<file path="src/design/rcg_pkg.sv">
// rcg_pkg: shared types and constants of the ring cadence generator
// no dependencies; used by the interfaces and every module in design/
`default_nettype none

package rcg_pkg;

  // field and timer widths
  localparam int unsigned CfgW   = 16;
  localparam int unsigned TimerW = 17;
  localparam int unsigned CountW = 8;
  localparam int unsigned MsW    = 8;
  localparam int unsigned IdxW   = 2;

  // operation codes
  localparam logic OP_TICK  = 1'b0;
  localparam logic OP_START = 1'b1;

  // configuration register indexes
  localparam logic [IdxW-1:0] REG_BELL_ON  = 2'd0;
  localparam logic [IdxW-1:0] REG_BELL_OFF = 2'd1;
  localparam logic [IdxW-1:0] REG_BURST    = 2'd2;
  localparam logic [IdxW-1:0] REG_PAUSE    = 2'd3;

  // configuration reset values
  localparam logic [CfgW-1:0] BELL_ON_RST  = 16'd35;
  localparam logic [CfgW-1:0] BELL_OFF_RST = 16'd35;
  localparam logic [CfgW-1:0] BURST_RST    = 16'd2000;
  localparam logic [CfgW-1:0] PAUSE_RST    = 16'd4000;

  typedef struct packed {
    logic              operation;
    logic [MsW-1:0]    elapsed_ms;
    logic [CountW-1:0] ring_count;
  } cmd_t;

  typedef struct packed {
    logic              bell_drive;
    logic              busy_res;
    logic [CountW-1:0] rings_remaining;
  } res_t;

  typedef struct packed {
    logic [CfgW-1:0] bell_on_ms;
    logic [CfgW-1:0] bell_off_ms;
    logic [CfgW-1:0] burst_ms;
    logic [CfgW-1:0] pause_ms;
  } cfg_t;

  typedef struct packed {
    logic              ringing_active;
    logic [CountW-1:0] rings_left;
    logic [TimerW-1:0] cadence_timer;
    logic              burst_enable;
    logic [TimerW-1:0] toggle_timer;
    logic              bell_level;
  } state_t;

endpackage

`default_nettype wire

</file>
<file path="src/design/rcg_if.sv">
// rcg_if: valid/ready channel interfaces for command and result beats
// depends on rcg_pkg for field widths
`default_nettype none

interface rcg_cmd_if;
  logic                      valid;
  logic                      ready;
  logic                      operation;
  logic [rcg_pkg::MsW-1:0]    elapsed_ms;
  logic [rcg_pkg::CountW-1:0] ring_count;

  modport source (output valid, output operation, output elapsed_ms, output ring_count,
                  input ready);
  modport sink (input valid, input operation, input elapsed_ms, input ring_count,
                output ready);
endinterface

interface rcg_res_if;
  logic                      valid;
  logic                      ready;
  logic                      bell_drive;
  logic                      busy_res;
  logic [rcg_pkg::CountW-1:0] rings_remaining;

  modport source (output valid, output bell_drive, output busy_res,
                  output rings_remaining, input ready);
  modport sink (input valid, input bell_drive, input busy_res, input rings_remaining,
                output ready);
endinterface

`default_nettype wire

</file>
<file path="src/design/rcg_cfg.sv">
// rcg_cfg: configuration register bank (bell on/off, burst and pause times)
// depends on rcg_pkg
`default_nettype none

module rcg_cfg (
  input  wire logic                     clk,
  input  wire logic                     rst,
  input  wire logic                     cfg_we,
  input  wire logic [rcg_pkg::IdxW-1:0] cfg_index,
  input  wire logic [rcg_pkg::CfgW-1:0] cfg_data,
  output rcg_pkg::cfg_t                 cfg
);

  // register writes by index
  always_ff @(posedge clk) begin
    if (rst) begin
      cfg.bell_on_ms  <= rcg_pkg::BELL_ON_RST;
      cfg.bell_off_ms <= rcg_pkg::BELL_OFF_RST;
      cfg.burst_ms    <= rcg_pkg::BURST_RST;
      cfg.pause_ms    <= rcg_pkg::PAUSE_RST;
    end else if (cfg_we) begin
      case (cfg_index)
        rcg_pkg::REG_BELL_ON:  cfg.bell_on_ms  <= cfg_data;
        rcg_pkg::REG_BELL_OFF: cfg.bell_off_ms <= cfg_data;
        rcg_pkg::REG_BURST:    cfg.burst_ms    <= cfg_data;
        rcg_pkg::REG_PAUSE:    cfg.pause_ms    <= cfg_data;
        default: ;
      endcase
    end
  end

endmodule

`default_nettype wire

</file>
<file path="src/design/rcg_engine.sv">
// rcg_engine: cadence state registers and the one-pass update for a command beat
// depends on rcg_pkg
`default_nettype none

module rcg_engine (
  input  wire logic           clk,
  input  wire logic           rst,
  input  wire logic           step,
  input  rcg_pkg::cmd_t       cmd,
  input  rcg_pkg::cfg_t       cfg,
  output rcg_pkg::res_t       res_next,
  output rcg_pkg::state_t     state
);

  rcg_pkg::state_t state_next;
  logic [rcg_pkg::TimerW-1:0] dt;
  logic [rcg_pkg::TimerW-1:0] cad_sum;
  logic [rcg_pkg::TimerW-1:0] tog_sum;

  assign dt = {{(rcg_pkg::TimerW - rcg_pkg::MsW){1'b0}}, cmd.elapsed_ms};

  // start load, then cadence and toggle timers
  always_comb begin
    state_next = state;
    cad_sum    = '0;
    tog_sum    = '0;
    if (cmd.operation == rcg_pkg::OP_START) begin
      state_next.rings_left     = cmd.ring_count;
      state_next.bell_level     = 1'b1;
      state_next.ringing_active = 1'b1;
    end
    if (state_next.ringing_active && (state_next.rings_left != '0)) begin
      // cadence: burst and pause phases
      cad_sum = state_next.cadence_timer + dt;
      state_next.cadence_timer = cad_sum;
      if (state_next.burst_enable) begin
        if (cad_sum > {1'b0, cfg.burst_ms}) begin
          state_next.cadence_timer = '0;
          state_next.burst_enable  = 1'b0;
          state_next.rings_left    = state_next.rings_left - rcg_pkg::CountW'(1);
          if (state_next.rings_left == '0) begin
            state_next.ringing_active = 1'b0;
            state_next.bell_level     = 1'b0;
          end
        end
      end else if (cad_sum > {1'b0, cfg.pause_ms}) begin
        state_next.cadence_timer = '0;
        state_next.burst_enable  = 1'b1;
      end
      // toggle: chop the bell within a burst
      tog_sum = state_next.toggle_timer + dt;
      state_next.toggle_timer = tog_sum;
      if (state_next.bell_level) begin
        if (tog_sum > {1'b0, cfg.bell_on_ms}) begin
          state_next.toggle_timer = '0;
          state_next.bell_level   = 1'b0;
        end
      end else if (tog_sum > {1'b0, cfg.bell_off_ms}) begin
        state_next.toggle_timer = '0;
        if (state_next.burst_enable) begin
          state_next.bell_level = 1'b1;
        end
      end
    end
  end

  assign res_next.bell_drive      = state_next.bell_level;
  assign res_next.busy_res        = state_next.ringing_active;
  assign res_next.rings_remaining = state_next.rings_left;

  // state update once per beat
  always_ff @(posedge clk) begin
    if (rst) begin
      state <= '0;
    end else if (step) begin
      state <= state_next;
    end
  end

endmodule

`default_nettype wire

</file>
<file path="src/design/ring_cadence_generator_core.sv">
// ring_cadence_generator_core: top level, input register, engine and result register
// depends on rcg_pkg, rcg_if.sv, rcg_cfg and rcg_engine
`default_nettype none

// Telephone ring cadence generator. Each command beat is a tick or a start
// and carries the milliseconds elapsed; every beat yields exactly one result
// beat with the bell level, the busy flag and the bursts still to ring.
// A beat is captured in an input register, passes the timer update and
// lands in a result register, so one beat per cycle is sustained while
// results are read; each result passes both registers on its way out. The
// input register is freed whenever the result register is empty or being
// read; a result that waits keeps the next beat in the input register, and
// that beat stops further commands until the result is read.
// Configuration writes take effect at the next edge; write only while idle.
module ring_cadence_generator_core (
  input  wire logic                     clk,
  input  wire logic                     rst,
  rcg_cmd_if.sink                       cmd,
  rcg_res_if.source                     res,
  input  wire logic                     cfg_we,
  input  wire logic [rcg_pkg::IdxW-1:0] cfg_index,
  input  wire logic [rcg_pkg::CfgW-1:0] cfg_data
);

  logic            cmd_valid;
  rcg_pkg::cmd_t   cmd_reg;
  logic            res_valid;
  rcg_pkg::res_t   res_reg;
  rcg_pkg::res_t   res_next;
  rcg_pkg::cfg_t   cfg;
  rcg_pkg::state_t state;
  logic            step;

  assign step      = cmd_valid && (!res_valid || res.ready);
  assign cmd.ready = !cmd_valid || step;

  rcg_cfg u_cfg (
    .clk       (clk),
    .rst       (rst),
    .cfg_we    (cfg_we),
    .cfg_index (cfg_index),
    .cfg_data  (cfg_data),
    .cfg       (cfg)
  );

  rcg_engine u_engine (
    .clk      (clk),
    .rst      (rst),
    .step     (step),
    .cmd      (cmd_reg),
    .cfg      (cfg),
    .res_next (res_next),
    .state    (state)
  );

  // input register control
  always_ff @(posedge clk) begin
    if (rst) begin
      cmd_valid <= 1'b0;
    end else if (cmd.ready) begin
      cmd_valid <= cmd.valid;
    end
  end

  // input register payload
  always_ff @(posedge clk) begin
    if (cmd.valid && cmd.ready) begin
      cmd_reg.operation  <= cmd.operation;
      cmd_reg.elapsed_ms <= cmd.elapsed_ms;
      cmd_reg.ring_count <= cmd.ring_count;
    end
  end

  // result register control
  always_ff @(posedge clk) begin
    if (rst) begin
      res_valid <= 1'b0;
    end else if (step) begin
      res_valid <= 1'b1;
    end else if (res.ready) begin
      res_valid <= 1'b0;
    end
  end

  // result register payload
  always_ff @(posedge clk) begin
    if (step) begin
      res_reg <= res_next;
    end
  end

  assign res.valid           = res_valid;
  assign res.bell_drive      = res_reg.bell_drive;
  assign res.busy_res        = res_reg.busy_res;
  assign res.rings_remaining = res_reg.rings_remaining;

  // the bell never rings while the sequence is inactive
  a_bell_needs_active: assert property (@(posedge clk) disable iff (rst)
    !state.ringing_active |-> !state.bell_level)
    else $error("bell high while ring sequence inactive");

  // an inactive block has no bursts left
  a_idle_no_rings: assert property (@(posedge clk) disable iff (rst)
    !state.ringing_active |-> (state.rings_left == '0))
    else $error("rings left while ring sequence inactive");

  // an accepted command beat occupies the input register next cycle
  a_cmd_captured: assert property (@(posedge clk) disable iff (rst)
    (cmd.valid && cmd.ready) |=> cmd_valid)
    else $error("accepted command beat was lost");

  // a result beat is produced whenever the engine steps
  a_step_result: assert property (@(posedge clk) disable iff (rst)
    step |=> res_valid)
    else $error("engine step without result beat");

endmodule

`default_nettype wire

</file>
<file path="src/flat_wrapper.sv">
// flat-port wrapper written by rule: the top's interface ports become plain ports
module ring_cadence_generator_core_flat 
  (clk, rst, cfg_we, cfg_index, cfg_data, cmd_valid, cmd_operation, cmd_elapsed_ms, cmd_ring_count, cmd_ready, res_valid, res_bell_drive, res_busy_res, res_rings_remaining, res_ready);
  rcg_cmd_if cmd_i ();
  rcg_res_if res_i ();
  input  wire logic clk;
  input  wire logic rst;
  input  wire logic cfg_we;
  input  wire logic [rcg_pkg::IdxW-1:0] cfg_index;
  input  wire logic [rcg_pkg::CfgW-1:0] cfg_data;
  input wire logic [$bits(cmd_i.valid)-1:0] cmd_valid;
  input wire logic [$bits(cmd_i.operation)-1:0] cmd_operation;
  input wire logic [$bits(cmd_i.elapsed_ms)-1:0] cmd_elapsed_ms;
  input wire logic [$bits(cmd_i.ring_count)-1:0] cmd_ring_count;
  output wire logic [$bits(cmd_i.ready)-1:0] cmd_ready;
  output wire logic [$bits(res_i.valid)-1:0] res_valid;
  output wire logic [$bits(res_i.bell_drive)-1:0] res_bell_drive;
  output wire logic [$bits(res_i.busy_res)-1:0] res_busy_res;
  output wire logic [$bits(res_i.rings_remaining)-1:0] res_rings_remaining;
  input wire logic [$bits(res_i.ready)-1:0] res_ready;
  assign cmd_i.valid = cmd_valid;
  assign cmd_i.operation = cmd_operation;
  assign cmd_i.elapsed_ms = cmd_elapsed_ms;
  assign cmd_i.ring_count = cmd_ring_count;
  assign cmd_ready = cmd_i.ready;
  assign res_valid = res_i.valid;
  assign res_bell_drive = res_i.bell_drive;
  assign res_busy_res = res_i.busy_res;
  assign res_rings_remaining = res_i.rings_remaining;
  assign res_i.ready = res_ready;
  ring_cadence_generator_core u_core (.clk(clk), .rst(rst), .cmd(cmd_i), .res(res_i), .cfg_we(cfg_we), .cfg_index(cfg_index), .cfg_data(cfg_data));
endmodule
</file>
<file path="config.mk">
export PLATFORM = sky130hd
export DESIGN_NAME = ring_cadence_generator_core_flat
export DESIGN_NICKNAME = d
export VERILOG_FILES = /design/src/design/rcg_pkg.sv /design/src/design/rcg_if.sv /design/src/design/rcg_cfg.sv /design/src/design/rcg_engine.sv /design/src/design/ring_cadence_generator_core.sv /design/src/flat_wrapper.sv
export SDC_FILE = /design/constraint.sdc
export NUM_CORES = 1
export LEC_CHECK = 0
export BUFFER_PORTS_ARGS = -buffer_cell sky130_fd_sc_hd__buf_2
export CAP_MARGIN = 20
export CORE_UTILIZATION = 56
export DETAILED_ROUTE_END_ITERATION = 10
export PLACE_DENSITY_LB_ADDON = 0.15
export SLEW_MARGIN = 20
export SYNTH_ARGS = -nofsm -noshare
export SYNTH_HDL_FRONTEND = slang
export SYNTH_SLANG_ARGS = --single-unit
</file>
<file path="constraint.sdc">
create_clock -name clk -period 4.2 [get_ports clk]
set_clock_uncertainty 0.15 [all_clocks]
set_input_delay 0.84 -clock clk [delete_from_list [all_inputs] [get_ports clk]]
set_output_delay 0.84 -clock clk [all_outputs]
set_load 0.01 [all_outputs]
</file>
# Word-level counts from Yosys, hierarchy flattened
# Cells that the tools add are included.
# classes
addsub	3
order_cmp	4
n_eq_ne	3
mux	19
n_reduce_logical	16
# op_table
cell	count
2-to-1 mux 18 bit	6
> comparator 17 x 16 -> 1 bit	4
2-to-1 mux 45 bit	1
adder 17 x 8 -> 17 bit	2
2-to-1 mux 27 bit	1
2-to-1 mux 9 bit	2
AND reduction 2 bit	5
2-to-1 mux 1 bit	9
zero test 8 bit	1
nonzero test 8 bit	1
subtractor 8 x 1 -> 8 bit, second input constant	1
== test 2 bit, second input constant	2
logical AND 1 bit	3
== test 2 x 1 -> 1 bit, second input constant	1
zero test 1 bit	2
zero test 2 bit	1
logical OR 1 bit	2
nonzero test 2 bit	1
# word_totals
reg_bits	138
in_bits	40
output_inout_bits	12

# Logic depth before layout (Yosys ltp)
# Gate-level depths: netlist (run 1).
# depth
ltp_word	11
mapped_depth	20

# Cells and area by module
# A second synthesis (run 1) with hierarchy kept.
# unflattened
cells_unflattened	877
area_unflattened_um2	8318.0
# modules_own_cells
mod	n_inst	cells_per_inst	area_per_inst_um2	seq_area_each_um2
rcg_engine	1	598	4843.4	900.9
rcg_cfg	1	242	2560.0	1281.2
ring_cadence_generator_core	1	37	914.6	850.8

# Least setup slack after synthesis (run 1)
# Ideal clock, no wire load.
# synth_path
kind	reg2reg
start	register u_core.cmd_reg[8] (netlist name)
end	register, netlist name u_core.u_engine.state[12]
setup_time_ns	0.061
arrival_ns	4.141
required_time_ns	3.989
setup_slack_ns	-0.153
path_stages_with_launch	20
period_less_slack_ns	4.353
cell_sequence	edfxtp_1 ha_1 inv_1 fa_1 nor2b_1 o31a_1 o21ai_0 nor2_1 o21ai_0 xnor2_1 ha_1 nand4_1 nor2_1 a2111oi_1 a311oi_2 o311a_4 nor4b_4 or2_4 buf_6 a32o_1
# synth_via
elab_chain_cells	6
elab_cells_between_ends	11
classes_between	2 x add/sub; 3 x order compare; 6 x mux
# synth_rtl
element	line_no	rtl
start, declared	ring_cadence_generator_core.sv:26	rcg_pkg::cmd_t cmd_reg;
adder 17 x 8 -> 17 bit	rcg_engine.sv:34	cad_sum = state_next.cadence_timer + dt;
> comparator 17 x 16 -> 1 bit	rcg_engine.sv:37	if (cad_sum > {1'b0, cfg.burst_ms}) begin
2-to-1 mux 1 bit	rcg_engine.sv:37	
2-to-1 mux 1 bit	rcg_engine.sv:36	if (state_next.burst_enable) begin
2-to-1 mux 1 bit	rcg_engine.sv:32	if (state_next.ringing_active && (state_next.rings_left != '0)) begin
2-to-1 mux 18 bit (*)	rcg_engine.sv:53	if (state_next.bell_level) begin
# Mark *: on every way between the ends. The rest lies on a longest branch, timed or not. The select of a mux whose other input is x is not followed.
# A chain may end at the register's enable or synchronous reset.

# Worst setup path in the final report (run 1)
# layout_path
start	register u_core.cmd_reg[10] (netlist name)
end	register, netlist name u_core.u_engine.state[10]
# layout_via
elab_chain_cells	6
elab_cells_between_ends	11
classes_between	2 x add/sub; 3 x order compare; 6 x mux
# layout_rtl
element	line_no
adder 17 x 8 -> 17 bit	rcg_engine.sv:34
> comparator 17 x 16 -> 1 bit	rcg_engine.sv:37
2-to-1 mux 1 bit	rcg_engine.sv:37
2-to-1 mux 1 bit	rcg_engine.sv:36
2-to-1 mux 1 bit	rcg_engine.sv:32
2-to-1 mux 18 bit (*)	rcg_engine.sv:53
# Marks and branches as above.

==> out/qor.csv, run 1 <==
stage,metric,value,unit
final_layout,max reg flops,64,
clock_network,TritonCTS Sinks,138,
clock_network,clk slew on worst S/H paths,60,ps
worst_setup_path,Critical Path Start Type,register,
synthesis,Syn Nets,1096,
clock_network,clk_lat worst skew,440,ps
clock_network,TritonCTS clock tree,built,
synthesis,yosys warns,0,
grt,"Remaining Overflow, GRT",0,
synthesis,asr flop ratio synth,0,%
routing,DR vias,7386,
power_and_ir_drop,total power,3.45,mW
die,Ports,52,
placement,DP HPWL,15700,um
final_layout,Diodes inserted,0,
synthesis,top cell type's share of synthesized area,27.0,%
die,initial core utilization,58.4,%
clock_network,CTS root buffer,clkbuf_16,
routing,drt pass-1 iters,5,
synthesis,Syn Std Cell Area,8230,um^2
sta,final worst path period share,106,%
sta,fmax,224,MHz
status,failing checks,negative setup slack,
worst_setup_path,Worst setup EP type,register,
synthesis,Yosys cell types,77,
routing,# DRC,0,
grt,first-pass GRT wire length,35200,um
synthesis,Post-synth EDFFs,27,
synthesis,Post-Synthesis Cells,971,
synthesis,mean post-synth cell area,8.48,um^2
final_layout,final net count,1210,
routing,drt total wl,22400,um
routing,DR WL/cell,17.6,um
clock_network,CTS buffer count,17,
sta,RSZ-0062 raised after global routing,true,
grt,antenna violations before repair,0,
clock_network,H-tree depth,4,
final_layout,final core occ,71.6,%
synthesis,top post-synthesis cells by area,"dfxtp_1 27%, ha_1 13%, edfxtp_1 9.8%, nand2_1 7.6%, a21oi_1 5.7%",
placement,I/O Buffers,51,
sta,measured slew at the worst slew-check pin,1400,ps
routing,final antenna-violating net count,0,
sta,normalized max-slew margin,6.28,%
placement,GPL Wtd Cong,0.854,
sta,# setup viols final,50,
routing,vias per inst,5.78,
grt,Overall Global Routing Usage,30.7,%
placement,dpl cell area,9060,um^2
die,DIE AREA,15200,um^2
grt,number of global-route vias before repair,7058,
worst_setup_path,CP Class,reg2reg,
status,status,"complete, but fails checks",
sta,final critical-path required period,4460,ps
final_layout,post-route design area,10100,um^2
min_path,hold crit path type,reg2reg,
final_layout,layout cell share with drive strength beyond 1,22.7,%
worst_setup_path,Crit path required time,4410,ps
worst_setup_path,crit path max fanout,4,
power_and_ir_drop,Pwr per Cell Area,342,nW/um^2
grt,largest net degree at the start of global routing,60,
worst_setup_path,CP arrival,4670,ps
synthesis,register area share after synthesis,36.8,%
synthesis,Synth Register Bits,138,
power_and_ir_drop,P_leak,4.21,nW
routing,initial drt markers,567,
sta,Max Slew Vio Count,0,
die,Core Footprint,14100,um^2
die,Site Rows,43,
sta,Hold Fails Final Rpt,0,
run,max cap viols,0,
clock_network,cts hold-fix bufs,0,
die,die height,123,um
die,Chip Width,123,um
sta,setup tns final,-9040,ps
sta,setup slack after layout,-260,ps
power_and_ir_drop,Peak VDD IR,0.000252,V
synthesis,Synth area leader,dfxtp_1,
clock_network,CTS Buffer Depth,2,
final_layout,synthesis-to-layout area growth,22.5,%
synthesis,top_reg_cell synth,dfxtp_1,
power breakdown:
group          internal, mW  total, mW  switching [mW]
Clock                 0.776       1.43           0.658
Sequential             1.40       1.44          0.0354
Combinational         0.245      0.579           0.334
what timing repair did:
action                                  CTS  global route
gates resized for setup                  29            38
setup buffers                            13            11
endpoints found under the setup margin   50            53
gates cloned                              1             0
pin swaps                                25            40
final timing paths:
check                       startpoint                   endpoint  slack [ps]  cells past startpoint
setup / recovery    u_core.cmd_reg[10]  u_core.u_engine.state[10]        -260                     18
setup reg to reg    u_core.cmd_reg[10]  u_core.u_engine.state[10]        -260                     18
hold reg to reg   u_core.u_cfg.cfg[43]       u_core.u_cfg.cfg[43]         300                      2
hold / removal    u_core.u_cfg.cfg[43]       u_core.u_cfg.cfg[43]         300                      2
cell usage after synthesis, types with 11 or more instances:
cell      count
a21o_1       12
a21oi_1      94
a32o_1       13
and3_1       11
clkbuf_1     34
dfxtp_1     111
edfxtp_1     27
ha_1         83
inv_1        79
nand2_1     166
nand3_1      36
nor2_1       49
nor3_1       25
o211ai_1     21
o21ai_0      21
xnor2_1      32
cell usage in the layout (no fill, tap or decap), drive strengths merged, types with 21 or more instances in the layout:
master / Yosys / final
edfxtp: 27 / 27
buf: 11 / 139
nand3: 37 / 37
a21oi: 94 / 94
nand2: 166 / 166
inv: 79 / 88
dfxtp: 111 / 111
o21ai: 24 / 24
ha: 83 / 83
nor2: 49 / 49
nor3: 26 / 26
xnor2: 32 / 32
o211ai: 21 / 21
cell type report:
class,count,area [um^2]
multi-input cells,710,5060
fillers,1097,4010
flip-flops and latches,138,3030
repair buffers,139,923
clock buffers,17,425
inverters,79,297
well taps,180,225
clock inverters,15,128
per-stage QoR:
step           hold WS [ps]  worst slack [ps]  std cells
6_report                304              -260       1278
3_5_place_dp            297              -220       1222
5_1_grt                 318              -476       1278
3_3_place_gp            292              -101       1222
2_1_floorplan           286              11.1        971
4_1_cts                 306             -67.3       1268
worst max-delay path, cell delays in order, from the launching register on:
cell and delay, ps:
edfxtp_1 420, ha_1 360, nor2b_2 180, o31a_1 270
o21ai_2 240, nor2_4 70, o211ai_1 230, xnor2_1 130
ha_1 320, nand4_1 190, buf_4 210, nor4_4 190
o2bb2ai_2 210, a311oi_4 110, o311a_4 350, nor4b_4 360
buf_4 190, o22ai_2 70, a21oi_1 140
routing by layer:
metal,GRT usage (%),up-vias,share of wire (%)
met5,0,-,0
met4,14.2,0,3.6
met3,6.55,47,5.4
met2,50.2,220,48
met1,38.8,3472,43
li1,-,3647,-
cells by family (layout without fill, tap and decap cells):
family	Yosys count	in the layout	synth area share, %
buffers and inverters	124	250	5.85
flip-flops	138	138	36.8
adder cells (fa/ha/maj)	85	85	13.1
multiplexers	9	9	1.14
XOR/XNOR	40	40	4.25
AO/OA/AOI/OAI	220	220	18.4
AND/OR/NAND/NOR	355	356	20.5
Power figures use the tool's default switching activity.
==> run 2, diff against run 1 <==
--- a/config.mk
+++ b/config.mk
@@ -9,8 +9,10 @@
 export CAP_MARGIN = 20
 export CORE_UTILIZATION = 56
 export DETAILED_ROUTE_END_ITERATION = 10
+export MAX_ROUTING_LAYER = met4
 export PLACE_DENSITY_LB_ADDON = 0.15
 export SLEW_MARGIN = 20
 export SYNTH_ARGS = -nofsm -noshare
 export SYNTH_HDL_FRONTEND = slang
+export SYNTH_HIERARCHICAL = 1
 export SYNTH_SLANG_ARGS = --single-unit
==> run 2 against run 1 <==
  * The flow still finishes with violations (negative setup slack)
  * Non-clock buffer count decreased by 21
  * Core utilization is 0.86 points lower
  * Synthesized area grew 1.0%
  * Synthesized cell count down 9.7%
  * Register-to-register slack better by 240 ps
  * Highest routed layer unchanged
==> out/qor.csv, run 2 <==
stage,metric,value,unit,change
worst_setup_path,reg-to-reg critical path endpoint,u_core/u_engine/state[0],,was u_core.u_engine.state[10]
worst_setup_path,Worst R2R Path Depth,19,,was 18
synthesis,asr flop ratio synth,0,%,unchanged
clock_network,H-tree depth,4,,unchanged
routing,# DRC,0,,unchanged
grt,Overall Global Routing Usage,30.6,%,was 30.7%
grt,"Remaining Overflow, GRT",0,,unchanged
clock_network,TritonCTS clock tree,built,,unchanged
min_path,hold path depth,2,,unchanged
sta,# setup viols final,1,,was 50
routing,drt total wl,22400,um,about the same
worst_setup_path,Worst setup EP type,register,,unchanged
power_and_ir_drop,P_leak,4.56,nW,was 4.21 nW
sta,fmax,237,MHz,was 224 MHz
clock_network,clk slew on worst S/H paths,60,ps,about the same
die,Core Footprint,14500,um^2,was 14100 um^2
sta,final critical-path required period,4220,ps,was 4460 ps
grt,busiest grt layer,met2,,unchanged
worst_setup_path,CP Class,reg2reg,,unchanged
sta,RSZ-0062 raised after global routing,true,,unchanged
routing,final antenna-violating net count,0,,unchanged
placement,GPL Wtd Cong,0.943,,was 0.854
worst_setup_path,Critical Path Start Type,register,,unchanged
synthesis,Synth Register Bits,138,,unchanged
placement,I/O Buffers,51,,unchanged
die,Site Rows,44,,was 43
routing,DR WL/cell,19.0,um,was 17.6 um
grt,GR Util met3,5.45,%,was 6.55%
sta,normalized max-slew margin,54.4,%,was 6.28%
clock_network,cts hold-fix bufs,0,,unchanged
status,failing checks,negative setup slack,,unchanged
power_and_ir_drop,Pwr per Cell Area,347,nW/um^2,was 342 nW/um^2
final_layout,most frequent cells in the layout,"111 x dfxtp_1, 82 x inv_1, 80 x mux2i_1, 74 x ha_1, 70 x nand2b_1",,"was 166 x nand2_1, 111 x dfxtp_1, 89 x a21oi_1, 86 x buf_4, 79 x ha_1"
synthesis,top_reg_cell synth,dfxtp_1,,unchanged
grt,first-pass GRT wire length,34300,um,was 35200 um
placement,Placement Setup Slack,-365,ps,was -220 ps
synthesis,top cell type's share of synthesized area,26.7,%,was 27.0%
power_and_ir_drop,Peak VDD IR,0.000296,V,was 0.000252 V
grt,largest net degree at the start of global routing,74,,was 60
synthesis,Post-Synthesis Cells,877,,was 971
synthesis,top post-synthesis cells by area,"dfxtp_1 27%, ha_1 12%, edfxtp_1 9.7%, mux2i_1 9.6%, nand2b_1 5.3%",,"was dfxtp_1 27%, ha_1 13%, edfxtp_1 9.8%, nand2_1 7.6%, a21oi_1 5.7%"
synthesis,Syn Nets,1002,,was 1096
routing,DR vias,7032,,was 7386
clock_network,CTS Buffer Depth,2,,unchanged
final_layout,layout cell share with drive strength beyond 1,24.1,%,was 22.7%
synthesis,Syn Std Cell Area,8320,um^2,was 8230 um^2
final_layout,post-route design area,10300,um^2,was 10100 um^2
routing,initial drt markers,565,,was 567
sta,setup slack after layout,-22.5,ps,was -260 ps
final_layout,"most common cell after layout, fill and taps aside",dfxtp_1,,was nand2_1
placement,DP HPWL,15700,um,about the same
run,max cap viols,0,,unchanged
clock_network,clk_lat worst skew,430,ps,was 440 ps
grt,met1 Track Usage GR,36.2,%,was 38.8%
synthesis,mean post-synth cell area,9.48,um^2,was 8.48 um^2
placement,dpl cell area,9000,um^2,was 9060 um^2
synthesis,register area share after synthesis,36.5,%,was 36.8%
synthesis,yosys warns,6,,was 0
final_layout,final net count,1107,,was 1210
die,Chip Width,124,um,was 123 um
final_layout,max reg flops,64,,unchanged
synthesis,Synth area leader,dfxtp_1,,unchanged
grt,met2 Use GR,50.3,%,was 50.2%
die,die height,124,um,was 123 um
grt,antenna violations before repair,0,,unchanged
worst_setup_path,Crit path required time,4390,ps,was 4410 ps
synthesis,synth cell count leaders,"111 x dfxtp_1, 83 x ha_1, 83 x inv_1",,"was 166 x nand2_1, 111 x dfxtp_1, 94 x a21oi_1"
clock_network,TritonCTS Sinks,138,,unchanged
synthesis,Post-synth EDFFs,27,,unchanged
worst_setup_path,CP arrival,4410,ps,was 4670 ps
routing,vias per inst,5.96,,was 5.78
routing,drt pass-1 iters,5,,unchanged
clock_network,CTS root buffer,clkbuf_16,,unchanged
min_path,"Endpoint, Worst Hold",u_core/u_cfg/cfg[56],,was u_core.u_cfg.cfg[43]
synthesis,Yosys cell types,70,,was 77
clock_network,CTS buffer count,17,,unchanged
synthesis,"count leader, synth",dfxtp_1,,was nand2_1
worst_setup_path,"reg-to-reg slack, setup",-20,ps,was -260 ps
min_path,hold crit path type,reg2reg,,unchanged
min_path,hold path start,u_core/u_cfg/cfg[56],,was u_core.u_cfg.cfg[43]
grt,number of global-route vias before repair,7043,,was 7058
sta,final worst path period share,101,%,was 106%
sta,measured slew at the worst slew-check pin,678,ps,was 1400 ps
final_layout,final core occ,70.7,%,was 71.6%
final_layout,synthesis-to-layout area growth,23.5,%,was 22.5%
die,DIE AREA,15300,um^2,was 15200 um^2
die,Ports,52,,unchanged
status,status,"complete, but fails checks",,unchanged
final_layout,fill cell total of the finished layout,1066,,was 1097
die,initial core utilization,57.2,%,was 58.4%
sta,Hold Fails Final Rpt,0,,unchanged
sta,Max Slew Vio Count,0,,unchanged
worst_setup_path,critical register-to-register path startpoint,u_core/cmd_reg[10],,was u_core.cmd_reg[10]
worst_setup_path,crit path max fanout,5,,was 4
==> run 2: cell types whose count changed in the layout (fill, tap and decap cells not counted), sizes merged, moves of 6 or more <==
cell and delta:
nor2 +23, nand2 -143, buf -21, nand2b +63, a21oi -60, or3 -6, a22oi +10, mux2i +73
nor3 -15, o211ai -14, nand3 -19
==> run 2: final cells by class <==
type / count / area (um^2) / area share, %
clock buffer: 19 / 443 / 4.31
inverter: 83 / 312 / 3.03
clock inverter: 13 / 143 / 1.39
sequential: 138 / 3030 / 29.5
antenna: 1 / 2.50 / 0.0244
tap: 184 / 230 / 2.24
multi-input combinational: 624 / 5340 / 51.9
timing repair buffer: 118 / 778 / 7.57
==> run 2: how the worst max path moves through the flow <==
stage / start / depth (start not counted) / slack [ps] / endpoint
after detailed placement: u_core/cmd_reg[8] / 19 / -370 / u_core/u_engine/state[8]
after floorplan: u_core/cmd_reg[8] / 18 / 40 / u_core/u_engine/state[10]
final: u_core/cmd_reg[10] / 19 / -20 / u_core/u_engine/state[0]
after CTS: u_core/cmd_reg[8] / 20 / 0.8 / u_core/res.bell_drive
after global routing: u_core/cmd_reg[8] / 21 / -200 / u_core/u_engine/state[0]
after global placement: u_core/cmd_reg[8] / 19 / -220 / u_core/u_engine/state[7]
==> run 2: power by group <==
part	internal [mW]	total, mW	switching (mW)
clock network	0.895	1.49	0.596
logic	0.277	0.626	0.349
registers	1.41	1.45	0.0409
total	2.58	3.56	0.986
==> run 2: metrics by stage <==
stage | TNS [ps] | instances | total power [mW] | hold slack [ps]
6_report | -22.5 | 1180 | 3.56 | 328
4_1_cts | 0 | 1165 | 3.54 | 327
3_3_place_gp | -3610 | 1124 | 1.97 | 307
5_1_grt | -3390 | 1179 | 3.69 | 344
3_5_place_dp | -6760 | 1124 | 2.00 | 313
2_1_floorplan | 0 | 877 | 1.82 | 298
==> run 2: layer usage <==
layer,share of wire [%],vias to the layer above
met3,5.0,61
met4,3.6,0
met2,50,228
li1,-,3326
met1,42,3417
met5,0,-
==> run 2: kinds of logic after synthesis <==
kind of cell             after synthesis  share of synthesized area (%)
AND/OR/NAND/NOR                      261                           17.3
buffers and inverters                116                           5.73
AO/OA/AOI/OAI                        153                           13.1
adder cells (fa/ha/maj)               85                           13.0
XOR/XNOR                              40                           4.21
multiplexers                          84                           10.2
flip-flops                           138                           36.5
==> run 2: what timing repair did <==
item / in CTS / in global routing
resized for setup: 44 / 45
buffers inserted: 8 / 14
endpoints found under the setup margin: 34 / 51
pin swaps: 26 / 26
gates cloned: 1 / 0
==> run 2: critical path, stage by stage, from the launching register on <==
cell	delay [ps]
edfxtp_1	480
ha_1	370
nor2b_2	180
o31a_1	270
o21ai_1	140
nand2b_1	110
a31o_4	310
nand3_4	130
xnor2_4	90
ha_4	290
nand2_4	60
buf_4	140
buf_4	130
nor4b_4	190
o31a_1	240
nor3_4	80
nor4_1	270
o21ai_1	140
buf_4	150
a221oi_2	220
==> run 3, diff against run 2 <==
--- a/config.mk
+++ b/config.mk
@@ -5,6 +5,7 @@
 export SDC_FILE = /design/constraint.sdc
 export NUM_CORES = 1
 export LEC_CHECK = 0
+export ABC_AREA = 1
 export BUFFER_PORTS_ARGS = -buffer_cell sky130_fd_sc_hd__buf_2
 export CAP_MARGIN = 20
 export CORE_UTILIZATION = 56
==> run 3 against run 2 <==
  * Wire length fell by 8.9%
  * Cell area down 5.5%
  * Highest routed layer unchanged
  * The run now ends clean
  * Setup slack gained 180 ps
  * First-iteration DRC count fell by 6.2%
  * Sequential share of layout area up 1.7 points
  * Critical path depth is 6 higher
  * Combinational power shrank 2%
==> out/qor.csv, run 3 <==
stage,metric,value,unit,change
final_layout,most frequent cells in the layout,"276 x nand2_1, 200 x inv_1, 126 x nor2_1, 111 x dfxtp_1, 78 x ha_1",,"was 111 x dfxtp_1, 82 x inv_1, 80 x mux2i_1, 74 x ha_1, 70 x nand2b_1"
final_layout,"most common cell after layout, fill and taps aside",nand2_1,,was dfxtp_1
synthesis,Synth Register Bits,138,,unchanged
final_layout,final core occ,66.3,%,was 70.7%
grt,number of global-route vias before repair,6834,,was 7043
placement,DP HPWL,14700,um,was 15700 um
sta,measured slew at the worst slew-check pin,1030,ps,was 678 ps
clock_network,CTS root buffer,clkbuf_16,,unchanged
grt,Overall Global Routing Usage,27.7,%,was 30.6%
worst_setup_path,CP arrival,4240,ps,was 4410 ps
synthesis,Syn Nets,1297,,was 1002
grt,first-pass GRT wire length,33200,um,was 34300 um
synthesis,yosys warns,6,,unchanged
die,Site Rows,44,,unchanged
grt,antenna violations before repair,0,,unchanged
final_layout,synthesis-to-layout area growth,14.4,%,was 23.5%
clock_network,clk_lat worst skew,430,ps,about the same
min_path,hold crit path type,reg2reg,,unchanged
power_and_ir_drop,P_leak,4.83,nW,was 4.56 nW
final_layout,max reg flops,64,,unchanged
routing,final antenna-violating net count,0,,unchanged
worst_setup_path,Worst setup EP type,register,,unchanged
synthesis,Post-Synthesis Cells,1172,,was 877
die,DIE AREA,15700,um^2,was 15300 um^2
synthesis,"count leader, synth",nand2_1,,was dfxtp_1
grt,largest net degree at the start of global routing,55,,was 74
final_layout,final net count,1357,,was 1107
worst_setup_path,CP Class,reg2reg,,unchanged
clock_network,CTS buffer count,17,,unchanged
sta,worst hold margin,318,ps,was 328 ps
synthesis,asr flop ratio synth,0,%,unchanged
routing,initial drt markers,530,,was 565
final_layout,Diodes inserted,0,,was 1
grt,"Remaining Overflow, GRT",0,,unchanged
placement,I/O Buffers,51,,unchanged
clock_network,H-tree depth,4,,unchanged
synthesis,Synth area leader,dfxtp_1,,unchanged
clock_network,cts hold-fix bufs,0,,unchanged
clock_network,TritonCTS Sinks,138,,unchanged
die,die height,125,um,was 124 um
worst_setup_path,Critical Path Start Type,register,,unchanged
routing,drt total wl,20400,um,was 22400 um
synthesis,mean post-synth cell area,7.24,um^2,was 9.48 um^2
sta,fmax,247,MHz,was 237 MHz
status,status,completed,,"was complete, but fails checks"
clock_network,TritonCTS clock tree,built,,unchanged
die,initial core utilization,58.0,%,was 57.2%
sta,final worst path period share,96.2,%,was 101%
die,Chip Width,125,um,was 124 um
routing,drt pass-1 iters,8,,was 5
sta,# setup viols final,0,,was 1
synthesis,Post-synth EDFFs,27,,unchanged
synthesis,top cell type's share of synthesized area,26.2,%,was 26.7%
sta,Hold Fails Final Rpt,0,,unchanged
synthesis,register area share after synthesis,35.7,%,was 36.5%
routing,DR vias,7349,,was 7032
synthesis,Yosys cell types,44,,was 70
sta,final critical-path required period,4040,ps,was 4220 ps
power_and_ir_drop,Peak VDD IR,0.000328,V,was 0.000296 V
synthesis,Syn Std Cell Area,8490,um^2,was 8320 um^2
synthesis,top post-synthesis cells by area,"dfxtp_1 26%, nand2_1 12%, ha_1 12%, edfxtp_1 9.5%, inv_1 8.9%",,"was dfxtp_1 27%, ha_1 12%, edfxtp_1 9.7%, mux2i_1 9.6%, nand2b_1 5.3%"
final_layout,layout cell share with drive strength beyond 1,14.8,%,was 24.1%
power_and_ir_drop,Pwr per Cell Area,362,nW/um^2,was 347 nW/um^2
synthesis,synth cell count leaders,"281 x nand2_1, 201 x inv_1, 130 x nor2_1",,"was 111 x dfxtp_1, 83 x ha_1, 83 x inv_1"
die,Core Footprint,14600,um^2,was 14500 um^2
sta,Max Slew Vio Count,0,,unchanged
routing,# DRC,0,,unchanged
run,max cap viols,0,,unchanged
die,Ports,52,,unchanged
sta,normalized max-slew margin,31.1,%,was 54.4%
clock_network,clk slew on worst S/H paths,60,ps,about the same
synthesis,top_reg_cell synth,dfxtp_1,,unchanged
clock_network,CTS Buffer Depth,2,,unchanged
worst_setup_path,crit path max fanout,8,,was 5
placement,GPL Wtd Cong,0.870,,was 0.943
worst_setup_path,Crit path required time,4400,ps,was 4390 ps
routing,vias per inst,5.14,,was 5.96
routing,DR WL/cell,14.3,um,was 19.0 um
-- run 3: cell count changes after synthesis, sizes merged, moves of 14 or more --
cell and delta:
mux2i -80, a21oi +58, nand3 +60, nand2b -71
a32o -14, inv +123, xnor2 -15, nor2 +61
nand2 +262
-- run 3: metal layers --
metal	wire length [um]	track usage, %	share of wire, %	vias to the layer above
met5	0	-	0	-
met4	475	9.04	2.3	0
met3	845	5.09	4.1	29
met2	9070	42.7	44	144
met1	10000	36.7	49	3349
li1	-	-	-	3827
-- run 3: cell families after synthesis --
| kind of cell | synth area share (%) |
|---|---|
| compound gates | 9.25 |
| flops | 35.7 |
| mux | 0.280 |
| simple gates | 27.2 |
| xor+xnor | 3.40 |
| fa+ha+maj | 12.7 |
| buf+inv | 11.4 |
-- run 3: cell type report --
cell class	instances	area [um^2]
Clock buffer	19	453
Clock inverter	13	115
Fill cell	1273	4930
Inverter	206	773
Multi-Input combinational cell	792	4650
Sequential cell	138	3030
Tap cell	184	230
Timing Repair Buffer	77	462
-- run 3: repair_timing --
item | 4_1_cts | 5_1_grt
gates resized for setup | 0 | 37
setup buffers | 0 | 5
endpoints found under the setup margin | 0 | 51
endpoints found under the hold margin | 0 | 0
-- run 3: power by group --
group	internal (mW)	switching, mW	total, mW
logic	0.223	0.394	0.616
clock network	0.847	0.592	1.44
registers	1.42	0.0400	1.46
total	2.49	1.03	3.51
-- run 3: worst max-delay path: stages (launching register included) --
cell and delay (ps):
edfxtp_1 380, ha_2 190, inv_1 50, fa_1 380
nand3b_1 180, nand2_2 100, a21oi_2 70, o21ai_2 290
nand2_2 150, xnor2_2 160, buf_4 140, ha_1 280
nand2_1 90, nor2_1 50, a211oi_1 200, nand2_1 80
nand2_1 60, nand2_1 50, nand2_1 50, nand2_1 50
nand2_2 100, a21oi_2 90, nor3_4 240, buf_6 180
nand2_1 60, a21oi_1 120
-- run 3: final timing paths --
path                            cells after the start  slack, ps            startpoint                        end
worst max-delay path                               25        160     u_core/cmd_reg[8]  u_core/u_engine/state[20]
worst min-delay path                                2        320  u_core/u_cfg/cfg[24]       u_core/u_cfg/cfg[24]
worst max register to register                     25        160     u_core/cmd_reg[8]  u_core/u_engine/state[20]
worst min register to register                      2        320  u_core/u_cfg/cfg[24]       u_core/u_cfg/cfg[24]
-- run 3: per-stage QoR --
step / instances / power (mW) / TNS, ps / cell area (um^2) / setup WS, ps
after floorplan: 1172 / 1.91 / 0 / 8490 / 587
after global placement: 1390 / 2.05 / 0 / 8940 / 111
after detailed placement: 1390 / 2.06 / 0 / 8940 / 96.0
after CTS: 1422 / 3.50 / 0 / 9500 / 40.3
after global routing: 1429 / 3.70 / -1170 / 9710 / -88.9
final: 1429 / 3.51 / 0 / 9710 / 159
